--- src/rtl/fstrm_pkg.sv ---
// Package for the flow switch toggle rate monitor.
// Holds the beat payload types, configuration struct and operation and level codes.
// No dependencies.
`default_nettype none

package fstrm_pkg;

  // Operation codes carried in the input beat
  localparam logic [2:0] OP_START   = 3'd0;
  localparam logic [2:0] OP_STOP    = 3'd1;
  localparam logic [2:0] OP_SEC     = 3'd2;
  localparam logic [2:0] OP_100MS   = 3'd3;
  localparam logic [2:0] OP_10MS    = 3'd4;
  localparam logic [2:0] OP_INSTANT = 3'd5;

  // Switch level codes
  localparam logic [1:0] LVL_NONE = 2'd0;
  localparam logic [1:0] LVL_HIGH = 2'd1;
  localparam logic [1:0] LVL_LOW  = 2'd2;

  // Reported mode codes
  localparam logic [1:0] MODE_IDLE   = 2'd0;
  localparam logic [1:0] MODE_READY  = 2'd1;
  localparam logic [1:0] MODE_ACTIVE = 2'd2;

  // Configuration register indexes
  localparam logic REG_LOW_LIMIT  = 1'b0;
  localparam logic REG_HIGH_LIMIT = 1'b1;

  localparam logic [15:0] LOW_LIMIT_RST  = 16'd5;
  localparam logic [15:0] HIGH_LIMIT_RST = 16'd1000;

  typedef struct packed {
    logic [2:0] operation;
    logic [1:0] level_report;
  } in_beat_t;

  typedef struct packed {
    logic        clear_alarms;
    logic        low_flow_alarm;
    logic        high_flow_alarm;
    logic [1:0]  mode;
    logic [15:0] window_count;
  } out_beat_t;

  typedef struct packed {
    logic [15:0] low_limit;
    logic [15:0] high_limit;
  } limits_t;

endpackage

`default_nettype wire

--- src/rtl/fstrm_cfg.sv ---
// Configuration registers of the flow switch toggle rate monitor.
// Depends on fstrm_pkg for the limits struct, register indexes and reset values.
`default_nettype none

module fstrm_cfg (
  input  wire logic              clk,
  input  wire logic              rst,
  input  wire logic              cfg_we,
  input  wire logic              cfg_index,
  input  wire logic [15:0]       cfg_data,
  output fstrm_pkg::limits_t     limits
);

  fstrm_pkg::limits_t limits_r;

  // Take a register write; reset restores the default band
  always_ff @(posedge clk) begin
    if (rst) begin
      limits_r.low_limit  <= fstrm_pkg::LOW_LIMIT_RST;
      limits_r.high_limit <= fstrm_pkg::HIGH_LIMIT_RST;
    end else if (cfg_we) begin
      unique case (cfg_index)
        fstrm_pkg::REG_LOW_LIMIT:  limits_r.low_limit  <= cfg_data;
        fstrm_pkg::REG_HIGH_LIMIT: limits_r.high_limit <= cfg_data;
      endcase
    end
  end

  assign limits = limits_r;

endmodule

`default_nettype wire

--- src/rtl/fstrm_core.sv ---
// Mode controller and toggle counter of the flow switch toggle rate monitor.
// Updates its state once per beat and forms the result. Depends on fstrm_pkg.
`default_nettype none

module fstrm_core #(
  parameter int COUNT_WIDTH = 16
) (
  input  wire logic                 clk,
  input  wire logic                 rst,
  input  wire logic                 fire,
  input  wire fstrm_pkg::in_beat_t  beat,
  input  wire fstrm_pkg::limits_t   limits,
  output fstrm_pkg::out_beat_t      result
);

  localparam int CMP_W = (COUNT_WIDTH > 16) ? COUNT_WIDTH : 16;

  typedef enum logic [2:0] {
    ST_IDLE   = 3'b001,
    ST_READY  = 3'b010,
    ST_ACTIVE = 3'b100
  } mode_state_t;

  mode_state_t            state, state_next;
  logic [1:0]             last_level, last_level_next;
  logic [1:0]             pending, pending_next;
  logic [COUNT_WIDTH-1:0] counter, counter_next;

  logic [1:0]             pend_eff;
  logic                   consume;
  logic                   clr, lo, hi;
  logic [CMP_W-1:0]       cnt_ext, cnt_out_ext;
  logic                   cnt_sat16;

  // Latch a fresh report ahead of the operation
  assign pend_eff = (beat.level_report == fstrm_pkg::LVL_HIGH ||
                     beat.level_report == fstrm_pkg::LVL_LOW) ? beat.level_report : pending;

  assign cnt_ext = CMP_W'(counter);

  // Mode transitions, alarm checks and report consumption
  always_comb begin
    state_next      = state;
    consume         = 1'b0;
    clr             = 1'b0;
    lo              = 1'b0;
    hi              = 1'b0;
    counter_next    = counter;
    last_level_next = last_level;
    pending_next    = pend_eff;

    case (state)
      ST_IDLE: begin
        if (beat.operation == fstrm_pkg::OP_START) state_next = ST_READY;
      end
      ST_READY: begin
        if (beat.operation == fstrm_pkg::OP_SEC) state_next = ST_ACTIVE;
        else if (beat.operation == fstrm_pkg::OP_INSTANT) consume = 1'b1;
      end
      ST_ACTIVE: begin
        if (beat.operation == fstrm_pkg::OP_STOP) begin
          state_next = ST_IDLE;
        end else if (beat.operation == fstrm_pkg::OP_SEC) begin
          clr = 1'b1;
          lo  = cnt_ext < CMP_W'(limits.low_limit);
          hi  = cnt_ext > CMP_W'(limits.high_limit);
          if (lo || hi) state_next = ST_IDLE;
        end else if (beat.operation == fstrm_pkg::OP_10MS ||
                     beat.operation == fstrm_pkg::OP_INSTANT) begin
          consume = 1'b1;
        end
      end
      default: state_next = ST_IDLE;
    endcase

    // Count a level change, saturating at all ones
    if (consume && (pend_eff == fstrm_pkg::LVL_HIGH || pend_eff == fstrm_pkg::LVL_LOW)) begin
      pending_next = fstrm_pkg::LVL_NONE;
      if (last_level != pend_eff) begin
        last_level_next = pend_eff;
        if (counter != {COUNT_WIDTH{1'b1}}) counter_next = counter + COUNT_WIDTH'(1);
      end
    end

    // Zero the window after the second check
    if (clr) counter_next = '0;
  end

  // Advance state on each beat taken
  always_ff @(posedge clk) begin
    if (rst) begin
      state      <= ST_IDLE;
      last_level <= fstrm_pkg::LVL_NONE;
      pending    <= fstrm_pkg::LVL_NONE;
      counter    <= '0;
    end else if (fire) begin
      state      <= state_next;
      last_level <= last_level_next;
      pending    <= pending_next;
      counter    <= counter_next;
    end
  end

  // Result fields from the state after the step
  assign cnt_out_ext = CMP_W'(counter_next);
  assign cnt_sat16   = (cnt_out_ext >> 16) != '0;

  always_comb begin
    result.clear_alarms    = clr;
    result.low_flow_alarm  = lo;
    result.high_flow_alarm = hi;
    result.window_count    = cnt_sat16 ? 16'hFFFF : cnt_out_ext[15:0];
    case (state_next)
      ST_READY:  result.mode = fstrm_pkg::MODE_READY;
      ST_ACTIVE: result.mode = fstrm_pkg::MODE_ACTIVE;
      default:   result.mode = fstrm_pkg::MODE_IDLE;
    endcase
  end

endmodule

`default_nettype wire

--- src/rtl/flow_switch_toggle_rate_monitor_top.sv ---
// Flow switch toggle rate monitor: counts switch level changes per one-second window
// and raises low or high flow alarms. Top level with beat registers and checks.
// Depends on fstrm_pkg, fstrm_cfg and fstrm_core.
`default_nettype none

// The monitor takes one event beat per clock while not stalled and returns one
// result beat for each. A beat is captured in an input register; the controller and
// counter update as it passes to the result register, which then offers its result.
// A new beat can be taken every cycle as long as results are drained. Input stall
// rises only when the result register is full and held by out_stall. The user must
// write the limits through the cfg port while no beat is in flight; the block does not enforce it.

module flow_switch_toggle_rate_monitor_top #(
  parameter int COUNT_WIDTH = 16
) (
  input  wire logic                clk,
  input  wire logic                rst,
  input  wire logic                in_valid,
  output      logic                in_stall,
  input  wire fstrm_pkg::in_beat_t in_data,
  output      logic                out_valid,
  input  wire logic                out_stall,
  output fstrm_pkg::out_beat_t     out_data,
  input  wire logic                cfg_we,
  input  wire logic                cfg_index,
  input  wire logic [15:0]         cfg_data
);

  fstrm_pkg::limits_t   limits;
  fstrm_pkg::in_beat_t  in_reg;
  logic                 in_reg_valid;
  fstrm_pkg::out_beat_t result;
  fstrm_pkg::out_beat_t out_reg;
  logic                 out_reg_valid;
  logic                 advance;
  logic                 in_take;

  assign advance  = !out_reg_valid || !out_stall;
  assign in_stall = in_reg_valid && !advance;
  assign in_take  = in_valid && !in_stall;

  fstrm_cfg u_cfg (
    .clk       (clk),
    .rst       (rst),
    .cfg_we    (cfg_we),
    .cfg_index (cfg_index),
    .cfg_data  (cfg_data),
    .limits    (limits)
  );

  fstrm_core #(
    .COUNT_WIDTH (COUNT_WIDTH)
  ) u_core (
    .clk    (clk),
    .rst    (rst),
    .fire   (in_reg_valid && advance),
    .beat   (in_reg),
    .limits (limits),
    .result (result)
  );

  // Input register: hold while stalled
  always_ff @(posedge clk) begin
    if (rst) begin
      in_reg_valid <= 1'b0;
    end else if (!in_stall) begin
      in_reg_valid <= in_valid;
    end
  end

  always_ff @(posedge clk) begin
    if (in_take) begin
      in_reg <= in_data;
    end
  end

  // Result register: advance when empty or drained
  always_ff @(posedge clk) begin
    if (rst) begin
      out_reg_valid <= 1'b0;
    end else if (advance) begin
      out_reg_valid <= in_reg_valid;
    end
  end

  always_ff @(posedge clk) begin
    if (advance && in_reg_valid) begin
      out_reg <= result;
    end
  end

  assign out_valid = out_reg_valid;
  assign out_data  = out_reg;

  // Checks
  a_stall_only_when_blocked: assert property (@(posedge clk) disable iff (rst)
    in_stall |-> (out_valid && out_stall))
    else $error("input stalled while result register could advance");

  a_alarm_needs_clear: assert property (@(posedge clk) disable iff (rst)
    (out_valid && (out_data.low_flow_alarm || out_data.high_flow_alarm))
      |-> out_data.clear_alarms)
    else $error("alarm raised outside a second check");

  a_alarm_goes_idle: assert property (@(posedge clk) disable iff (rst)
    (out_valid && (out_data.low_flow_alarm || out_data.high_flow_alarm))
      |-> (out_data.mode == fstrm_pkg::MODE_IDLE))
    else $error("alarm did not return controller to idle");

  a_clear_zeroes_count: assert property (@(posedge clk) disable iff (rst)
    (out_valid && out_data.clear_alarms) |-> (out_data.window_count == 16'd0))
    else $error("window count not zeroed on second check");

endmodule

`default_nettype wire
--- config.mk ---
export PLATFORM = sky130hd
export DESIGN_NAME = flow_switch_toggle_rate_monitor_top
export DESIGN_NICKNAME = d
export VERILOG_FILES = /design/src/rtl/fstrm_pkg.sv /design/src/rtl/fstrm_cfg.sv /design/src/rtl/fstrm_core.sv /design/src/rtl/flow_switch_toggle_rate_monitor_top.sv
export SDC_FILE = /design/constraint.sdc
export NUM_CORES = 1
export LEC_CHECK = 0
export BUFFER_PORTS_ARGS = -buffer_cell sky130_fd_sc_hd__clkbuf_2
export CORE_MARGIN = 3
export CORE_UTILIZATION = 44
export CTS_CLUSTER_SIZE = 14
export DETAILED_ROUTE_END_ITERATION = 16
export PLACE_DENSITY_LB_ADDON = 0.2
export SYNTH_ARGS = -nofsm -noshare
export SYNTH_HDL_FRONTEND = slang
export SYNTH_SLANG_ARGS = --single-unit
--- constraint.sdc ---
create_clock -name clk -period 2.3 [get_ports clk]
set_input_delay 0.115 -clock clk [delete_from_list [all_inputs] [get_ports clk]]
set_output_delay 0.115 -clock clk [all_outputs]
set_load 0.01 [all_outputs]
==> flow_summary.toml, run 1 <==
[setup_path]
path_buf_inv = 0
worstPathArrival_ns = 2.43
worstPathRequired_ns = 2.50
reg2reg_from = "u_core.cnt_ext[6]"
slowest_delay_ns = 0.45
cpLargestDelayFamily = "compound AO/OA/AOI/OAI gates"
crit_path_end_kind = "register"
worstPathMaxFanout = 4
timing_worst_setup_path_type = "reg2reg"
rr_worst_depth = 6
cp_slowest_cell = "dfxtp_1"
path_cells = "ha_1 > nand2_1 > o21ai_0 > a221o_1 > o31a_1 > o41ai_2"
rrSetupSlack_ns = 0.07
r2r_end = "out_data[17]"
crit_path_start_kind = "register"

[route]
initialDrtViolationCount = 244
drc = 0
antenna_left = 0
via_per_inst = 5.795
drt_pass1_iterations = 5
wl_per_cell_um = 16.68
vias = 4688
wl_um = 13500

[yosys]
netlist.area_leader.share = 0.2377
avgSynthCellArea_um2 = 8.467
synth_compound_area_frac = 0.2132
synth.largest_area_cell = "dfxtp_1"
yosys.area_share.xor_xnor = 0
synth_top_family_by_area = "simple AND/OR/NAND/NOR gates"
syn_area_um2 = 4801
ys_ff_latch = 83
ys_warn_count = 0
synth_ff_type = "dfxtp_1"
synth_edf_count = 26
synthCells = 567
muxShareOfSynthArea = 0
synthArstFlopShare = 0
synthDistinctLibCells = 66
yosys-top-cells-area = "dfxtp_1 (24%), edfxtp_1 (16%), ha_1 (8.3%), a21oi_1 (6.6%), nand2_1 (6.6%)"
yosys.area_share.adder = 0.08340
yosys.area_share.simple = 0.2359
synth_nets = 626
yosysSeqAreaShare = 0.4003

[die]
ios = 50
initial_core_util = 0.4589
die_w_um = 110.5
coreArea_um2 = 10460
dieArea_um2 = 12200
fp.dieH_um = 110.5
placementRows = 37

[sta]
slew_violations = 0
fin_crit_sh = 0.9681
fin_skew_ns = 0.01094
setup_ws_ns = 0.07340
finalSetupTns_ns = 0
hold_viol_final = 0
rsz0062_at_grt = "no"
fin_crit_ns = 2.227
slew_headroom = 0.5660
max_freq_ghz = 0.4491
setup_viol = 0
tightest_slew_ns = 0.6471

[placement]
dp.cells = 767
place_ws_ns = 0.01713
gp_congestion = 0.9255
dpl.hpwl_um = 9695
io_buffer_count = 49

[clock_network]
clk_pin_slew_ns = 0.09
clock_latency_ns = 0.39
cts_inserted_buffers = 9
cts_tree = "yes"
cts-root-buf = "clkbuf_8"
clkSinkCount = 83
h-tree-depth = 3
clock_path_buffers = 2

[min_path]
min_path_type = "in2reg"
min_to = "u_core.cnt_ext[10]"
min_path_cells = 2
hp-start = "rst"

[layout]
diodes = 0
syn_to_final_growth_pct = 24.81
drive_gt1_frac = 0.2095
nNetsFinal = 727
largest_reg_flops = 32
fin_cells = 809
final_core_util = 0.5727

[job]
cap_violations = 0

[grt]
antenna_found_initial = 0
grt_pass1_wl_um = 22500
overflow = 0
grt_max_degree = 42
track_usage = 0.2249
grt_pass1_vias = 4446

[pwr]
p_total_uw = 3192
p_per_area_nw_per_um2 = 532.8
p_leak_uw = 0.002396
ir_drop_mv = 0.2692

[outcome]
status = "complete, no violations"
[layout make-up]
class,count,area (µm²)
multi-input cells,407,2585
clock buffers,10,137.6
clock inverters,6,95.09
inverters,40,150.1
well taps,136,170.2
repair buffers,127,925.9
flip-flops and latches,83,1928
fillers,960,4471
[cells in the mapped netlist, types with 15 or more instances]
cell and n:
nand2_1 84, nor2_1 17, nor3_1 16, a21oi_1 63, o21ai_0 15, edfxtp_1 26, inv_1 38, clkbuf_1 20
nand3_1 29, dfxtp_1 57, ha_1 32, nand4_1 15
[stage by stage]
stage | hold slack, ns | instance area [µm²]
floorplan | 0.2139 | 4801
global placement | 0.2943 | 5472
detailed placement | 0.2939 | 5472
CTS | 0.02714 | 5936
global route | 0.05746 | 5992
finish | 0.04531 | 5992
[worst reg2reg max path, delay by kind of cell (launching register included)]
| family | cells | cell delay (ns) |
|---|---|---|
| AO/OA/AOI/OAI | 4 | 1.21 |
| adder cells (fa/ha/maj) | 1 | 0.28 |
| flip-flops | 1 | 0.45 |
| AND/OR/NAND/NOR | 1 | 0.11 |
[what timing repair did]
action                                  in CTS  in global routing
hold buffers                                23                  0
gates resized for setup                      1                 12
pin swaps                                    0                  3
buffers inserted                             0                  3
hold endpoints to repair                    39                  0
endpoints found under the setup margin       1                 21
[cell families (layout without fill, tap and decap cells)]
kind of cell	after synthesis	count (layout)
simple gates	218	218
compound gates	157	157
buf+inv	77	183
flops	83	83
fa+ha+maj	32	32
[how the worst max path moves through the flow]
stage                                   end               from  cells after the start
after floorplan             u_core.state[0]          out_valid                      7
after global placement         out_data[17]  u_core.cnt_ext[7]                      6
after detailed placement       out_data[17]  u_core.cnt_ext[7]                      6
after CTS                 u_core.cnt_ext[7]  u_core.cnt_ext[0]                      8
after global routing           out_data[17]  u_core.cnt_ext[1]                      7
final                          out_data[17]  u_core.cnt_ext[6]                      6
[routing by layer]
| metal | up-vias | global-route usage | part of all wire | wire [µm] |
|---|---|---|---|---|
| met5 | - | 0 | 0 | 0 |
| met4 | 0 | 0.1018 | 0.023 | 315 |
| met3 | 22 | 0.03397 | 0.045 | 611 |
| met2 | 126 | 0.3552 | 0.48 | 6447 |
| met1 | 2241 | 0.3038 | 0.45 | 6120 |
| li1 | 2299 | - | - | - |
[layout by cell type, fill, tap and decap left out, types with 15 or more instances in the layout]
master / instances
o21ai_0: 15
edfxtp_1: 26
nand4_1: 15
nor3_1: 16
dlygate4sd3_1: 23
dfxtp_1: 52
a21oi_1: 62
clkbuf_2: 49
nor2_1: 17
nand3_1: 29
nand2_1: 84
ha_1: 31
inv_1: 38
buf_4: 52
[where the power goes]
part	leakage [µW]	switching, µW	internal (µW)
registers	0.000716	26.2	1560
clock network	0.000117	588	652
logic	0.00156	219	146
Power figures use the tool's default switching activity.
==> run 2: changes to the inputs <==
--- a/config.mk
+++ b/config.mk
@@ -10,7 +10,9 @@
 export CORE_UTILIZATION = 44
 export CTS_CLUSTER_SIZE = 14
 export DETAILED_ROUTE_END_ITERATION = 16
-export PLACE_DENSITY_LB_ADDON = 0.2
+export HOLD_SLACK_MARGIN = 0.03
+export PLACE_DENSITY = 0.62
+export REMOVE_ABC_BUFFERS = 1
 export SYNTH_ARGS = -nofsm -noshare
 export SYNTH_HDL_FRONTEND = slang
 export SYNTH_SLANG_ARGS = --single-unit
==> run 2 against run 1 <==
- clock skew decreased by 0.0018 ns
- worst hold slack better by 0.047 ns
- first-iteration DRC count up 71%
- critical endpoint unchanged
- highest routed layer unchanged
- design area decreased by 2.0%
- largest cell class unchanged
- die area stayed put
- critical path depth rose by 1
==> flow_summary.toml, run 2 (synthesis results as in run 1) <==
[grt]
grt_pass1_wl_um = 22410
overflow = 0
track_usage = 0.2208
grt_pass1_vias = 4495
antenna_found_initial = 0
grt_max_degree = 42

[sta]
setup_viol = 0
fin_skew_ns = 0.009140
hold_viol_final = 0
rsz0062_at_grt = "no"
holdWs_ns = 0.09227
fin_crit_sh = 0.9688
max_freq_ghz = 0.4488
slew_headroom = 0.5532
tightest_slew_ns = 0.6660
fin_crit_ns = 2.228
slew_violations = 0

[layout]
design_area_um2 = 5874
fillers = 978
nNetsFinal = 718
largest_reg_flops = 32
diodes = 0
drive_gt1_frac = 0.1883
layout_commonest_cell = "nand2_1"
layout_common_cells = "nand2_1 (84), a21oi_1 (63), dfxtp_1 (52)"
syn_to_final_growth_pct = 22.36
fin_cells = 800

[pwr]
ir_drop_mv = 0.2171
p_leak_uw = 0.002324
p_per_area_nw_per_um2 = 509.8

[clock_network]
clkSinkCount = 83
cts_inserted_buffers = 9
clock_path_buffers = 2
h-tree-depth = 3
clk_pin_slew_ns = 0.09
clock_latency_ns = 0.36
cts_tree = "yes"
cts-root-buf = "clkbuf_8"

[min_path]
min_path_cells = 2
hp-start = "rst"
min_to = "u_core.pending[0]"
min_path_type = "in2reg"

[die]
die_w_um = 110.5
coreArea_um2 = 10460
fp.dieH_um = 110.5
placementRows = 37
dieArea_um2 = 12200
ios = 50
initial_core_util = 0.4589

[route]
initialDrtViolationCount = 417
wl_met1_um = 6220
via_per_inst = 5.770
antenna_left = 0
drt_pass1_iterations = 5
routed.top_layer = "met4"
wl_um = 13310
wl_met3_um = 661
vias = 4616
dr_wl_met2_um = 6223
drc = 0
wl_per_cell_um = 16.64

[setup_path]
worstPathRequired_ns = 2.40
rrSetupSlack_ns = 0.07
crit_path_end_kind = "register"
worstPathArrival_ns = 2.33
r2r_end = "out_data[17]"
crit_path_start_kind = "register"
reg2reg_from = "u_core.cnt_ext[1]"
worstPathMaxFanout = 7
timing_worst_setup_path_type = "reg2reg"
rr_worst_depth = 7

[placement]
dpl.hpwl_um = 9338
gp_congestion = 0.9102
postPlaceCellArea_um2 = 5439
dp.cells = 761
io_buffer_count = 49

[outcome]
status = "complete, no violations"

[job]
cap_violations = 0
run 2: cell types whose count changed in the layout (fill, tap and decap cells not counted), moves of 2 or more:
cell / change
clkbuf_1: +2
buf_4: -10
clkinvlp_4: +2
clkinv_4: -2
inv_6: -2
clkinv_2: +2
run 2: area by class of cell:
cell class	count	area [µm²]	share of cell area
clock inverter	5	55.05	0.009372
multi-input combinational	407	2569	0.4373
tap	136	170.2	0.02897
clock buffer	11	131.4	0.02236
timing repair buffer	118	870.8	0.1482
inverter	40	150.1	0.02556
sequential	83	1928	0.3282
run 2: power by group:
group          total (µW)  internal (µW)  switching [µW]
logic                 367            145             222
registers            1580           1560            24.6
clock network        1040            500             544
total                2990           2200             791
run 2: how the worst max path moves through the flow:
stage                     slack [ns]                    to  cells past startpoint         startpoint
final                           0.07          out_data[17]                      7  u_core.cnt_ext[1]
after global routing           0.006          out_data[17]                      7  u_core.cnt_ext[1]
after CTS                      0.009          out_data[17]                      8  u_core.cnt_ext[2]
after detailed placement        0.03          out_data[17]                      8  u_core.cnt_ext[2]
after global placement          0.01          out_data[17]                      8  u_core.cnt_ext[2]
after floorplan                -0.23  u_core.last_level[0]                      7          out_valid
run 2: per-stage QoR:
stage,TNS (ns),utilization,total power [µW],setup WS (ns)
6_report,0,0.5615,2995,0.07166
5_1_grt,0,0.5615,3132,0.005587
4_1_cts,0,0.5598,3013,0.009074
3_5_place_dp,0,0.5199,1950,0.03103
3_3_place_gp,0,0.5199,1942,0.01344
2_1_floorplan,-1.433,-,1791,-0.2270
run 2: metal layers:
metal / vias up / track usage
li1: 2281 / -
met1: 2158 / 0.3039
met2: 157 / 0.3552
met3: 20 / 0.03836
met4: 0 / 0.06650
met5: - / 0
run 2: repair_timing:
| action | in CTS | in global routing |
|---|---|---|
| setup endpoints to repair | 1 | 6 |
| hold buffers | 23 | 0 |
| cloned | 0 | 0 |
| endpoints found under the hold margin | 39 | 0 |
| resized for setup | 1 | 7 |
| setup buffers | 0 | 0 |
run 2: critical path: stages (launching register included):
cell	delay (ns)
dfxtp_1	0.32
buf_4	0.16
ha_1	0.28
a2111o_1	0.38
a32o_1	0.26
nor4_1	0.31
buf_4	0.19
o41ai_1	0.07
